[config.mk]
export PLATFORM = sky130hd
export DESIGN_NAME = open_addressing_hash_table
export DESIGN_NICKNAME = d
export VERILOG_FILES = /design/src/rtl/core/oaht_pkg.sv /design/src/rtl/core/open_addressing_hash_table.sv
export SDC_FILE = /design/constraint.sdc
export NUM_CORES = 2
export LEC_CHECK = 0
export BUFFER_PORTS_ARGS = -buffer_cell sky130_fd_sc_hd__buf_2
export CAP_MARGIN = 20
export CELL_PAD_IN_SITES_DETAIL_PLACEMENT = 1
export CELL_PAD_IN_SITES_GLOBAL_PLACEMENT = 1
export CORE_UTILIZATION = 54
export CTS_CLUSTER_SIZE = 30
export DETAILED_ROUTE_END_ITERATION = 12
export GPL_ROUTABILITY_DRIVEN = 0
export PLACE_DENSITY = 0.83
export REMOVE_ABC_BUFFERS = 1
export SLEW_MARGIN = 10
export SYNTH_ARGS = -nofsm -noshare
export SYNTH_HDL_FRONTEND = slang
export SYNTH_SLANG_ARGS = --single-unit
[constraint.sdc]
create_clock -name clock -period 7.2 [get_ports clock]
set_input_delay 0.72 -clock clock [delete_from_list [all_inputs] [get_ports clock]]
set_output_delay 0.72 -clock clock [all_outputs]
set_load 0.02 [all_outputs]
[src/rtl/core/oaht_pkg.sv]
// Shared types and constants for the open addressing hash table.
package oaht_pkg;

   localparam int KEY_W   = 31;
   localparam int COUNT_W = 7;
   localparam int SIZE_W  = 7;

   localparam logic [SIZE_W-1:0] TABLE_SIZE_RESET = 7'd64;

   // request codes
   localparam logic [1:0] OP_SEARCH = 2'd0;
   localparam logic [1:0] OP_INSERT = 2'd1;
   localparam logic [1:0] OP_ERASE  = 2'd2;

   // slot status codes
   localparam logic [1:0] ST_EMPTY   = 2'd0;
   localparam logic [1:0] ST_LIVE    = 2'd1;
   localparam logic [1:0] ST_DELETED = 2'd2;

   typedef struct packed {
      logic [1:0]       req_type;
      logic [KEY_W-1:0] key;
   } req_word_type;

   typedef struct packed {
      logic               ok;
      logic [COUNT_W-1:0] live_count;
   } rsp_word_type;

   typedef struct packed {
      logic [1:0]       status;
      logic [KEY_W-1:0] key;
   } slot_word_type;

endpackage

[src/rtl/core/open_addressing_hash_table.sv]
// Linear probing hash set: remainder unit, probe sequencer and slot memory.
//
//   channel | ports                                   | flow
//   --------+-----------------------------------------+---------------------------------
//   request | start, busy, req_word                   | taken when start & !busy
//   result  | rsp_strobe, rsp_word                    | one cycle per word, no back-pressure
//   config  | csr_valid, csr_ready, csr_table_size    | written when valid & ready
//
// Operation: a search, insert or erase first finds the home slot (key mod size, one key
// bit per cycle), then streams one slot read per cycle from the slot memory and strobes
// the result word after the last of the p slots checked, p <= effective size. Request
// code 3 and an insert into a full table answer straight from idle, with no divide or probe.
// Reset: synchronous; afterwards a clearing pass writes every slot empty, with busy high.
// A new request is taken in the cycle its predecessor's result is shown.
module open_addressing_hash_table #(
   parameter int CAPACITY = 64
) (
   input  logic                          clock,
   input  logic                          reset,
   input  logic                          start,
   output logic                          busy,
   input  oaht_pkg::req_word_type        req_word,
   output logic                          rsp_strobe,
   output oaht_pkg::rsp_word_type        rsp_word,
   input  logic                          csr_valid,
   output logic                          csr_ready,
   input  logic [oaht_pkg::SIZE_W-1:0]   csr_table_size
);

   localparam int IDX_W = (CAPACITY > 1) ? $clog2(CAPACITY) : 1;
   // compare width that holds any index, any size and CAPACITY itself
   localparam int CW = ((IDX_W > oaht_pkg::SIZE_W) ? IDX_W : oaht_pkg::SIZE_W) + 1;
   localparam int SW = oaht_pkg::SIZE_W;

   typedef enum logic [3:0] {
      S_CLEAR  = 4'b0001,
      S_IDLE   = 4'b0010,
      S_DIVIDE = 4'b0100,
      S_PROBE  = 4'b1000
   } state_type;

   // control
   state_type                       state_ff, state_in;
   logic [IDX_W-1:0]                clr_idx_ff, clr_idx_in;
   logic [SW-1:0]                   table_size_ff, table_size_in;
   logic [oaht_pkg::COUNT_W-1:0]    count_ff, count_in;
   logic                            rd_vld_ff, rd_vld_in;
   logic                            rsp_strobe_ff, rsp_strobe_in;

   // operation payload
   logic [1:0]                      op_ff, op_in;
   logic [oaht_pkg::KEY_W-1:0]      key_ff, key_in;
   logic [SW-1:0]                   size_ff, size_in;
   logic [4:0]                      bit_ff, bit_in;
   logic [SW-1:0]                   rem_ff, rem_in;
   logic [IDX_W-1:0]                iss_idx_ff, iss_idx_in;
   logic [SW-1:0]                   iss_cnt_ff, iss_cnt_in;
   logic [IDX_W-1:0]                rd_idx_ff, rd_idx_in;
   logic [SW-1:0]                   chk_cnt_ff, chk_cnt_in;
   logic                            free_vld_ff, free_vld_in;
   logic [IDX_W-1:0]                free_idx_ff, free_idx_in;
   logic                            rsp_ok_ff, rsp_ok_in;

   // slot memory
   oaht_pkg::slot_word_type         slot_mem [CAPACITY];
   oaht_pkg::slot_word_type         rd_data_ff;
   logic                            mem_we;
   logic [IDX_W-1:0]                mem_wa;
   oaht_pkg::slot_word_type         mem_wd;

   // combinational helpers
   logic [SW-1:0]                   eff_size;
   logic [SW:0]                     trial;
   logic [SW-1:0]                   rem_next;
   logic [CW-1:0]                   iss_plus;
   logic [IDX_W-1:0]                iss_wrap;
   logic                            is_live, is_empty, hit, last_chk, stop;
   logic                            fin_free_vld;
   logic [IDX_W-1:0]                fin_free_idx;

   assign busy       = (state_ff != S_IDLE);
   assign csr_ready  = 1'b1;
   assign rsp_strobe = rsp_strobe_ff;
   assign rsp_word   = '{ok: rsp_ok_ff, live_count: count_ff};

   // table size clamped to 1..CAPACITY
   always_comb begin
      if (table_size_ff == '0) begin
         eff_size = SW'(1);
      end else if (CW'(table_size_ff) > CW'(CAPACITY)) begin
         eff_size = SW'(CAPACITY);
      end else begin
         eff_size = table_size_ff;
      end
   end

   // restoring remainder, one key bit per cycle
   assign trial    = {rem_ff, key_ff[bit_ff]};
   assign rem_next = (trial >= {1'b0, size_ff}) ? SW'(trial - {1'b0, size_ff})
                                                : trial[SW-1:0];

   // next probe address with wrap at the table size
   assign iss_plus = CW'(iss_idx_ff) + CW'(1);
   assign iss_wrap = (iss_plus >= CW'(size_ff)) ? '0 : iss_plus[IDX_W-1:0];

   // evaluation of the slot read last cycle
   assign is_live  = (rd_data_ff.status == oaht_pkg::ST_LIVE);
   assign is_empty = (rd_data_ff.status == oaht_pkg::ST_EMPTY);
   assign hit      = is_live && (rd_data_ff.key == key_ff);
   assign last_chk = ({1'b0, chk_cnt_ff} + (SW+1)'(1)) == {1'b0, size_ff};
   assign stop     = rd_vld_ff && (is_empty || hit || last_chk);

   // empty and deleted slots both count as free
   assign fin_free_vld = free_vld_ff || !is_live;
   assign fin_free_idx = free_vld_ff ? free_idx_ff : rd_idx_ff;

   always_comb begin
      state_in      = state_ff;
      clr_idx_in    = clr_idx_ff;
      table_size_in = table_size_ff;
      count_in      = count_ff;
      rd_vld_in     = 1'b0;
      rsp_strobe_in = 1'b0;
      op_in         = op_ff;
      key_in        = key_ff;
      size_in       = size_ff;
      bit_in        = bit_ff;
      rem_in        = rem_ff;
      iss_idx_in    = iss_idx_ff;
      iss_cnt_in    = iss_cnt_ff;
      rd_idx_in     = iss_idx_ff;
      chk_cnt_in    = chk_cnt_ff;
      free_vld_in   = free_vld_ff;
      free_idx_in   = free_idx_ff;
      rsp_ok_in     = rsp_ok_ff;
      mem_we        = 1'b0;
      mem_wa        = clr_idx_ff;
      mem_wd        = '{status: oaht_pkg::ST_EMPTY, key: '0};

      if (csr_valid) begin
         table_size_in = csr_table_size;
      end

      unique case (state_ff)
         S_CLEAR: begin
            mem_we     = 1'b1;
            clr_idx_in = clr_idx_ff + IDX_W'(1);
            if (clr_idx_ff == IDX_W'(CAPACITY - 1)) begin
               state_in = S_IDLE;
            end
         end
         S_IDLE: begin
            if (start) begin
               op_in   = req_word.req_type;
               key_in  = req_word.key;
               size_in = eff_size;
               bit_in  = 5'd30;
               rem_in  = '0;
               priority if (req_word.req_type != oaht_pkg::OP_SEARCH &&
                            req_word.req_type != oaht_pkg::OP_INSERT &&
                            req_word.req_type != oaht_pkg::OP_ERASE) begin
                  // unused code: answer at once
                  rsp_strobe_in = 1'b1;
                  rsp_ok_in     = 1'b0;
               end else if (req_word.req_type == oaht_pkg::OP_INSERT &&
                            count_ff >= eff_size) begin
                  // table full
                  rsp_strobe_in = 1'b1;
                  rsp_ok_in     = 1'b0;
               end else begin
                  state_in = S_DIVIDE;
               end
            end
         end
         S_DIVIDE: begin
            rem_in = rem_next;
            bit_in = bit_ff - 5'd1;
            if (bit_ff == 5'd0) begin
               state_in    = S_PROBE;
               iss_idx_in  = IDX_W'(rem_next);
               iss_cnt_in  = '0;
               chk_cnt_in  = '0;
               free_vld_in = 1'b0;
            end
         end
         S_PROBE: begin
            // issue side: one slot read per cycle ahead of the check
            if (iss_cnt_ff < size_ff && !stop) begin
               rd_vld_in  = 1'b1;
               iss_idx_in = iss_wrap;
               iss_cnt_in = iss_cnt_ff + SW'(1);
            end
            // check side
            if (rd_vld_ff) begin
               chk_cnt_in = chk_cnt_ff + SW'(1);
               if (!free_vld_ff && !is_live) begin
                  free_vld_in = 1'b1;
                  free_idx_in = rd_idx_ff;
               end
            end
            if (stop) begin
               state_in      = S_IDLE;
               rd_vld_in     = 1'b0;
               rsp_strobe_in = 1'b1;
               rsp_ok_in     = 1'b0;
               unique case (op_ff)
                  oaht_pkg::OP_SEARCH: begin
                     rsp_ok_in = hit;
                  end
                  oaht_pkg::OP_INSERT: begin
                     if (!hit && fin_free_vld) begin
                        mem_we    = 1'b1;
                        mem_wa    = fin_free_idx;
                        mem_wd    = '{status: oaht_pkg::ST_LIVE, key: key_ff};
                        count_in  = count_ff + oaht_pkg::COUNT_W'(1);
                        rsp_ok_in = 1'b1;
                     end
                  end
                  oaht_pkg::OP_ERASE: begin
                     if (hit) begin
                        mem_we    = 1'b1;
                        mem_wa    = rd_idx_ff;
                        mem_wd    = '{status: oaht_pkg::ST_DELETED, key: key_ff};
                        if (count_ff != '0) begin
                           count_in = count_ff - oaht_pkg::COUNT_W'(1);
                        end
                        rsp_ok_in = 1'b1;
                     end
                  end
                  default: begin
                     rsp_ok_in = 1'b0;
                  end
               endcase
            end
         end
         default: begin
            state_in = S_IDLE;
         end
      endcase
   end

   always_ff @(posedge clock) begin
      if (reset) begin
         state_ff      <= S_CLEAR;
         clr_idx_ff    <= '0;
         table_size_ff <= oaht_pkg::TABLE_SIZE_RESET;
         count_ff      <= '0;
         rd_vld_ff     <= 1'b0;
         rsp_strobe_ff <= 1'b0;
      end else begin
         state_ff      <= state_in;
         clr_idx_ff    <= clr_idx_in;
         table_size_ff <= table_size_in;
         count_ff      <= count_in;
         rd_vld_ff     <= rd_vld_in;
         rsp_strobe_ff <= rsp_strobe_in;
      end
   end

   always_ff @(posedge clock) begin
      op_ff       <= op_in;
      key_ff      <= key_in;
      size_ff     <= size_in;
      bit_ff      <= bit_in;
      rem_ff      <= rem_in;
      iss_idx_ff  <= iss_idx_in;
      iss_cnt_ff  <= iss_cnt_in;
      rd_idx_ff   <= rd_idx_in;
      chk_cnt_ff  <= chk_cnt_in;
      free_vld_ff <= free_vld_in;
      free_idx_ff <= free_idx_in;
      rsp_ok_ff   <= rsp_ok_in;
   end

   // slot memory: one write port, one registered read port
   always_ff @(posedge clock) begin
      if (mem_we) begin
         slot_mem[mem_wa] <= mem_wd;
      end
      rd_data_ff <= slot_mem[iss_idx_ff];
   end

endmodule
---- Word-level counts from Yosys, hierarchy flattened ----
Memory sizes are Yosys's and may differ from the RTL's. A register that Yosys moved wholly into a read port is not among the register bits.
Cells that the tools add are included.
cells by class
  add/sub/neg operators ................... 9
  $mul .................................... 0
  divide/modulo/power cells ............... 0
  $lt $le $gt $ge ......................... 6
  equal/unequal tests ..................... 27
  shifts and indexed selects .............. 0
  muxes and demuxes ....................... 63
  bitwise logic cells ..................... 1
  reduce and logical (&&, ||, !) cells .... 35
operator list
  kind                                                            count
  33-bit two-way mux                                              3
  7-bit two-way mux                                               10
  33-bit case mux with 2 select lines                             1
  7-bit case mux with 2 select lines                              4
  6-bit two-way mux                                               8
  32-bit two-way mux                                              1
  31-bit == test                                                  1
  2-bit != test (second input constant)                           13
  4-bit two-way mux                                               6
  6-bit case mux with 2 select lines                              2
  7-bit by 1-bit adder with 7-bit output (second input constant)  3
  1-bit two-way mux                                               18
  4-bit case mux with 4 select lines                              1
  7-bit >= comparator                                             2
  6-bit AND reduction                                             2
  1-bit case mux with 2 select lines                              5
  5-bit case mux with 2 select lines                              1
  2-bit nonzero test                                              5
  3-bit AND reduction                                             3
  7-bit by 1-bit adder with 8-bit output (second input constant)  1
  8-bit by 7-bit == test with 1-bit output                        1
  8-bit by 7-bit >= comparator with 1-bit output                  1
  1-bit logical AND                                               8
  4-bit AND reduction                                             2
  other kinds (30)                                                39
word-level totals
  register bits after elaboration ......... 112
  bits in latches ......................... 0
  bits in writable memories ............... 2,112
  memory bits (read-only) ................. 0
  input bits .............................. 44
  logic and storage cells ................. 160
  memories ................................ 1
memories
  memory    depth  bits a word  rd ports  clocked after Yosys merged registers in  write ports  RTL line                          text
  slot_mem  64     33           1         1                                        1            open_addressing_hash_table.sv:65  oaht_pkg::slot_word_type slot_mem [CAPACITY];

---- Logic depth before layout (Yosys ltp) ----
  depth in word-level cells ............... 10
  gate-level depth with buffers ........... 17
  gate-level depth less buffers ........... 16

---- Worst setup path before layout ----
Ideal clock, no wire load.
  path type ............................... register -> register
  start ................................... register state_ff[1]
  end ..................................... memory slot_mem[0][32] in the netlist's numbering (data pin)
  arrival ................................. 4.594 ns
  data required time ...................... 6.336 ns
  path slack .............................. 1.742 ns
  cell stages (with the launch flop) ...... 6
  buffers on the path ..................... 1
  clock period less this slack ............ 5.458 ns
  path through ............................ dfxtp_1 > or4b_1 > clkbuf_1 > inv_1 > nand2_1 > nor4_1
RTL lines
  what                      RTL line                           text
  start: declaration        open_addressing_hash_table.sv:43   state_type state_ff, state_in;
  start signal: assignment  open_addressing_hash_table.sv:251  state_ff <= state_in;
  end: declaration          open_addressing_hash_table.sv:65

---- Final worst setup path ----
  start ................................... register state_ff[1]
  end ..................................... memory slot_mem[17][3] in the netlist's numbering (enable)
on the way
  longest elaborated chain between the ends .. 4
RTL lines
  what                                                                       RTL line                           text
  4-bit == test or 4-bit by 1-bit == test with 1-bit output (tied branches)  open_addressing_hash_table.sv:144  unique case (state_ff)
  1-bit case mux with 2 select lines                                         open_addressing_hash_table.sv:144
  1-bit two-way mux                                                          open_addressing_hash_table.sv:277  if (mem_we) begin
  1-bit two-way mux (not written as such)                                    open_addressing_hash_table.sv:278  slot_mem[mem_wa] <= mem_wd;
Parallel ways exist; a longest one is shown, timed or not.

==> run_summary.xml <==
<?xml version="1.0" encoding="UTF-8"?>
<metrics>
  <group name="logic_synthesis">
    <metric name="syn_area_per_cell" unit="sq um">19.6</metric>
    <metric name="synth_seq_cells" unit="">2257</metric>
    <metric name="synthDistinctLibCells" unit="">68</metric>
    <metric name="post_synth_inst_count" unit="">4491</metric>
    <metric name="synth-main-ff-cell" unit="">edfxtp_1</metric>
    <metric name="synth.top_cells.by_area" unit="">edfxtp_1 (75%), mux4_2 (8.8%), mux2i_1 (5.4%)</metric>
    <metric name="yosysWarnings" unit="">0</metric>
    <metric name="synth_sequential_area_ratio" unit="%">76.1</metric>
    <metric name="synth_enable_flop_cells" unit="">2192</metric>
    <metric name="netlist.area_leader.share" unit="%">74.6</metric>
    <metric name="synth_top_cell_by_area" unit="">edfxtp_1</metric>
    <metric name="postSynth.asyncResetShare" unit="%">0</metric>
    <metric name="mappedNetlistArea" unit="sq um">88200</metric>
  </group>
  <group name="run">
    <metric name="max_cap_violations" unit="">0</metric>
  </group>
  <group name="place">
    <metric name="placed_cells_incl_taps" unit="">6572</metric>
    <metric name="detailedPlacementHpwl" unit="um">150000</metric>
    <metric name="buffer_ports.inserted" unit="">53</metric>
  </group>
  <group name="route">
    <metric name="routed_wirelength" unit="um">275000</metric>
    <metric name="drt.antenna.violating_nets" unit="">0</metric>
    <metric name="drt_iter0_markers" unit="">7757</metric>
    <metric name="detailedRoute.firstPassIterationCount" unit="">7</metric>
    <metric name="drcViolationCount" unit="">0</metric>
    <metric name="wire_length_per_cell_after_detailed_routing" unit="um">39.4</metric>
    <metric name="num_vias" unit="">49661</metric>
    <metric name="via_per_inst" unit="">7.11</metric>
  </group>
  <group name="clock_tree">
    <metric name="cts.clk_slew.worst_paths" unit="ns">0.07</metric>
    <metric name="cts.sinks" unit="">2257</metric>
    <metric name="root_buffer" unit="">clkbuf_16</metric>
    <metric name="count_of_h_tree_levels_built_during_cts" unit="">4</metric>
    <metric name="cts_made_buffers" unit="">212</metric>
    <metric name="cts_setup_buffers" unit="">0</metric>
    <metric name="cts_buffer_depth" unit="">3</metric>
    <metric name="clk_latency" unit="ns">0.91</metric>
    <metric name="tritoncts" unit="">done</metric>
  </group>
  <group name="global_route">
    <metric name="grt-ovfl-total" unit="">0</metric>
    <metric name="gr-usage-all-layers" unit="%">33.5</metric>
    <metric name="grt_first_pass_wirelength" unit="um">384000</metric>
    <metric name="grt_antenna_before_repair" unit="">21</metric>
    <metric name="grt_start_max_net_pins" unit="">129</metric>
    <metric name="via_count_of_the_first_global_routing_pass" unit="">50184</metric>
  </group>
  <group name="critical_path">
    <metric name="worst-endpoint-arrival" unit="ns">6.47</metric>
    <metric name="cp.required" unit="ns">7.76</metric>
    <metric name="critPathMaxFanout" unit="">24</metric>
    <metric name="worst-setup-path-type" unit="">reg2reg</metric>
    <metric name="worst_r2r_path_depth" unit="">8</metric>
    <metric name="worstSetupStartpointType" unit="">register</metric>
    <metric name="endpoint_kind" unit="">register</metric>
  </group>
  <group name="layout">
    <metric name="fillCellCount" unit="">13383</metric>
    <metric name="area_delta_synth_final" unit="%">12.2</metric>
    <metric name="final_nets" unit="">4730</metric>
    <metric name="layout.cells.non_filler" unit="">6988</metric>
    <metric name="drive_above_1_share" unit="%">19.6</metric>
  </group>
  <group name="hold_path">
    <metric name="worstHoldPathType" unit="">in2reg</metric>
    <metric name="worstHoldPathCells" unit="">1</metric>
  </group>
  <group name="run_status">
    <metric name="result_of_the_run" unit="">complete, no violations</metric>
  </group>
  <group name="timing">
    <metric name="timing.final.crit_period" unit="ns">5.91</metric>
    <metric name="max_slew.worst_pin.slew" unit="ns">1.16</metric>
    <metric name="worst_slew_margin_rel" unit="%">22.4</metric>
    <metric name="clock-skew-final" unit="ns">0.0763</metric>
    <metric name="whs" unit="ns">0.0354</metric>
    <metric name="report.final.setup_viol" unit="">0</metric>
    <metric name="finalMaxSlewViolations" unit="">0</metric>
    <metric name="finalHoldViolCount" unit="">0</metric>
    <metric name="maxClockFrequency" unit="MHz">169</metric>
    <metric name="timing.final.crit_share" unit="%">82.1</metric>
    <metric name="grt_setup_unrepaired" unit="">no</metric>
  </group>
  <group name="power">
    <metric name="power.density_cell_area" unit="nW/um^2">264</metric>
    <metric name="p_leak" unit="nW">28.2</metric>
    <metric name="vdd_drop_max" unit="mV">0.222</metric>
    <metric name="power_consumption" unit="mW">26.1</metric>
  </group>
  <group name="floorplan">
    <metric name="fp.dieArea" unit="sq um">165000</metric>
    <metric name="initial_core_util" unit="%">54.7</metric>
    <metric name="core_area" unit="sq um">161000</metric>
    <metric name="floorplan.die.height" unit="um">406</metric>
    <metric name="floorplan.rows" unit="">147</metric>
    <metric name="boundaryPins" unit="">55</metric>
    <metric name="horiz_die_dim" unit="um">406</metric>
  </group>
</metrics>
-- through the flow --
step / instance area (sq um) / TNS [ns] / utilization (%) / worst slack, ns
floorplan: 87200 / -842.56 / - / -22.53
global placement: 91700 / 0 / 56.8 / 1.99
detailed placement: 91900 / 0 / 57.0 / 1.76
CTS: 98800 / 0 / 61.2 / 1.56
global route: 98900 / 0 / 61.3 / 1.32
finish: 99000 / 0 / 61.3 / 1.29
-- critical path, cell delays in order, from the launching register on --
cell       delay (ns)
dfxtp_1          0.35
or4b_1           0.91
inv_1            0.56
nand2_1          0.30
nand4bb_1        0.66
a22oi_2          0.57
nand3_1          0.75
nor2_4           1.12
buf_4            0.34
-- layer usage --
layer | part of all wire [%] | track usage [%] | up-vias
met5 | 0.042 | 0 | -
met1 | 35 | 43.1 | 25699
met3 | 12 | 9.59 | 833
met4 | 6.3 | 18.0 | 18
met2 | 47 | 51.9 | 4141
li1 | - | - | 18970
-- worst paths after layout --
path	start	to	slack (ns)
max	state_ff[1]$_SDFFE_PP0P_	slot_mem[17][3]$_DFFE_PP_	1.29
min	req_word[26]	key_ff[26]$_DFFE_PP_	0.04
max reg2reg	state_ff[1]$_SDFFE_PP0P_	slot_mem[17][3]$_DFFE_PP_	1.29
min reg2reg	rd_idx_ff[5]$_DFF_P_	free_idx_ff[5]$_DFFE_PP_	0.48
-- registers in the layout (all words and copies together), names as in the netlist, 6 cells and up --
signal and cells:
slot_mem 2112, rd_data_ff 33, key_ff 31, chk_cnt_ff 7, count_ff 7, iss_cnt_ff 7, rem_ff 7, size_ff 7
table_size_ff 7, clr_idx_ff 6, free_idx_ff 6, iss_idx_ff 6, rd_idx_ff 6
-- power breakdown --
part	internal, mW	switching (mW)
clock network	6.07	5.12
logic	0.138	0.339
registers	14.4	0.0757
total	20.6	5.54
-- synthesized netlist by cell type, types with 4 or more instances --
| master | count |
|---|---|
| edfxtp_1 | 2192 |
| mux2i_1 | 480 |
| mux4_2 | 346 |
| o221ai_1 | 235 |
| clkbuf_1 | 155 |
| nand2_1 | 152 |
| a21oi_1 | 146 |
| o22ai_1 | 124 |
| nor2_1 | 91 |
| dfxtp_1 | 65 |
| buf_1 | 63 |
| xor2_1 | 44 |
| ha_1 | 41 |
| nor3_1 | 39 |
| and2_1 | 37 |
| o21ai_0 | 33 |
| inv_1 | 30 |
| buf_2 | 24 |
| nand3_1 | 22 |
| xnor2_1 | 19 |
| nor4_1 | 18 |
| a21o_1 | 17 |
| nand2b_1 | 10 |
| buf_4 | 8 |
| nand4_1 | 8 |
| and3_1 | 7 |
| nor2b_1 | 7 |
| a22o_1 | 6 |
| o21a_1 | 5 |
| or2_2 | 5 |
| a211oi_1 | 4 |
| nor3_2 | 4 |
| or3_1 | 4 |
-- cells in the final DEF, fill, tap and decap left out, types with 19 or more instances in the layout --
master,Yosys,layout
nor3_2,4,28
mux4_2,346,346
clkinv_1,1,54
clkbuf_16,0,215
xor2_1,44,44
buf_2,24,53
o22ai_1,124,124
o221ai_1,235,235
mux2i_1,480,480
clkinv_2,0,51
o21ai_0,33,33
nand2_1,152,151
buf_12,0,25
dfxtp_1,65,65
nand3_1,22,22
xnor2_1,19,19
a21oi_1,146,146
edfxtp_1,2192,2192
inv_1,30,30
ha_1,41,41
clkbuf_1,155,39
and2_4,0,19
nor2_1,91,59
nor2_4,0,32
buf_4,8,97
-- area by class of cell --
type | count | area, sq um | share of cell area, %
repair buffers | 188 | 1710 | 1.72
clock buffers | 256 | 5550 | 5.61
multi-input cells | 1953 | 20500 | 20.7
inverters | 31 | 121 | 0.123
clock inverters | 139 | 1260 | 1.27
flip-flops and latches | 2257 | 67100 | 67.8
diodes | 4 | 10.0 | 0.0101
well taps | 2160 | 2700 | 2.73
-- logic make-up (layout without fill, tap and decap cells) --
logic type,count (synthesis),count (layout),synth area share [%]
mux,826,826,14.3
simple gates,420,420,2.28
flops,2257,2257,76.1
buf+inv,281,614,1.26
other cells,1,5,0.00425
xor+xnor,63,63,0.625
compound gates,600,600,4.84
fa+ha+maj,43,43,0.627
-- timing repair --
action | 4_1_cts | 5_1_grt
hold buffers | 7 | 0
gates resized for setup | 0 | 0
endpoints found under the hold margin | 7 | 0
Power figures use the tool's default switching activity.
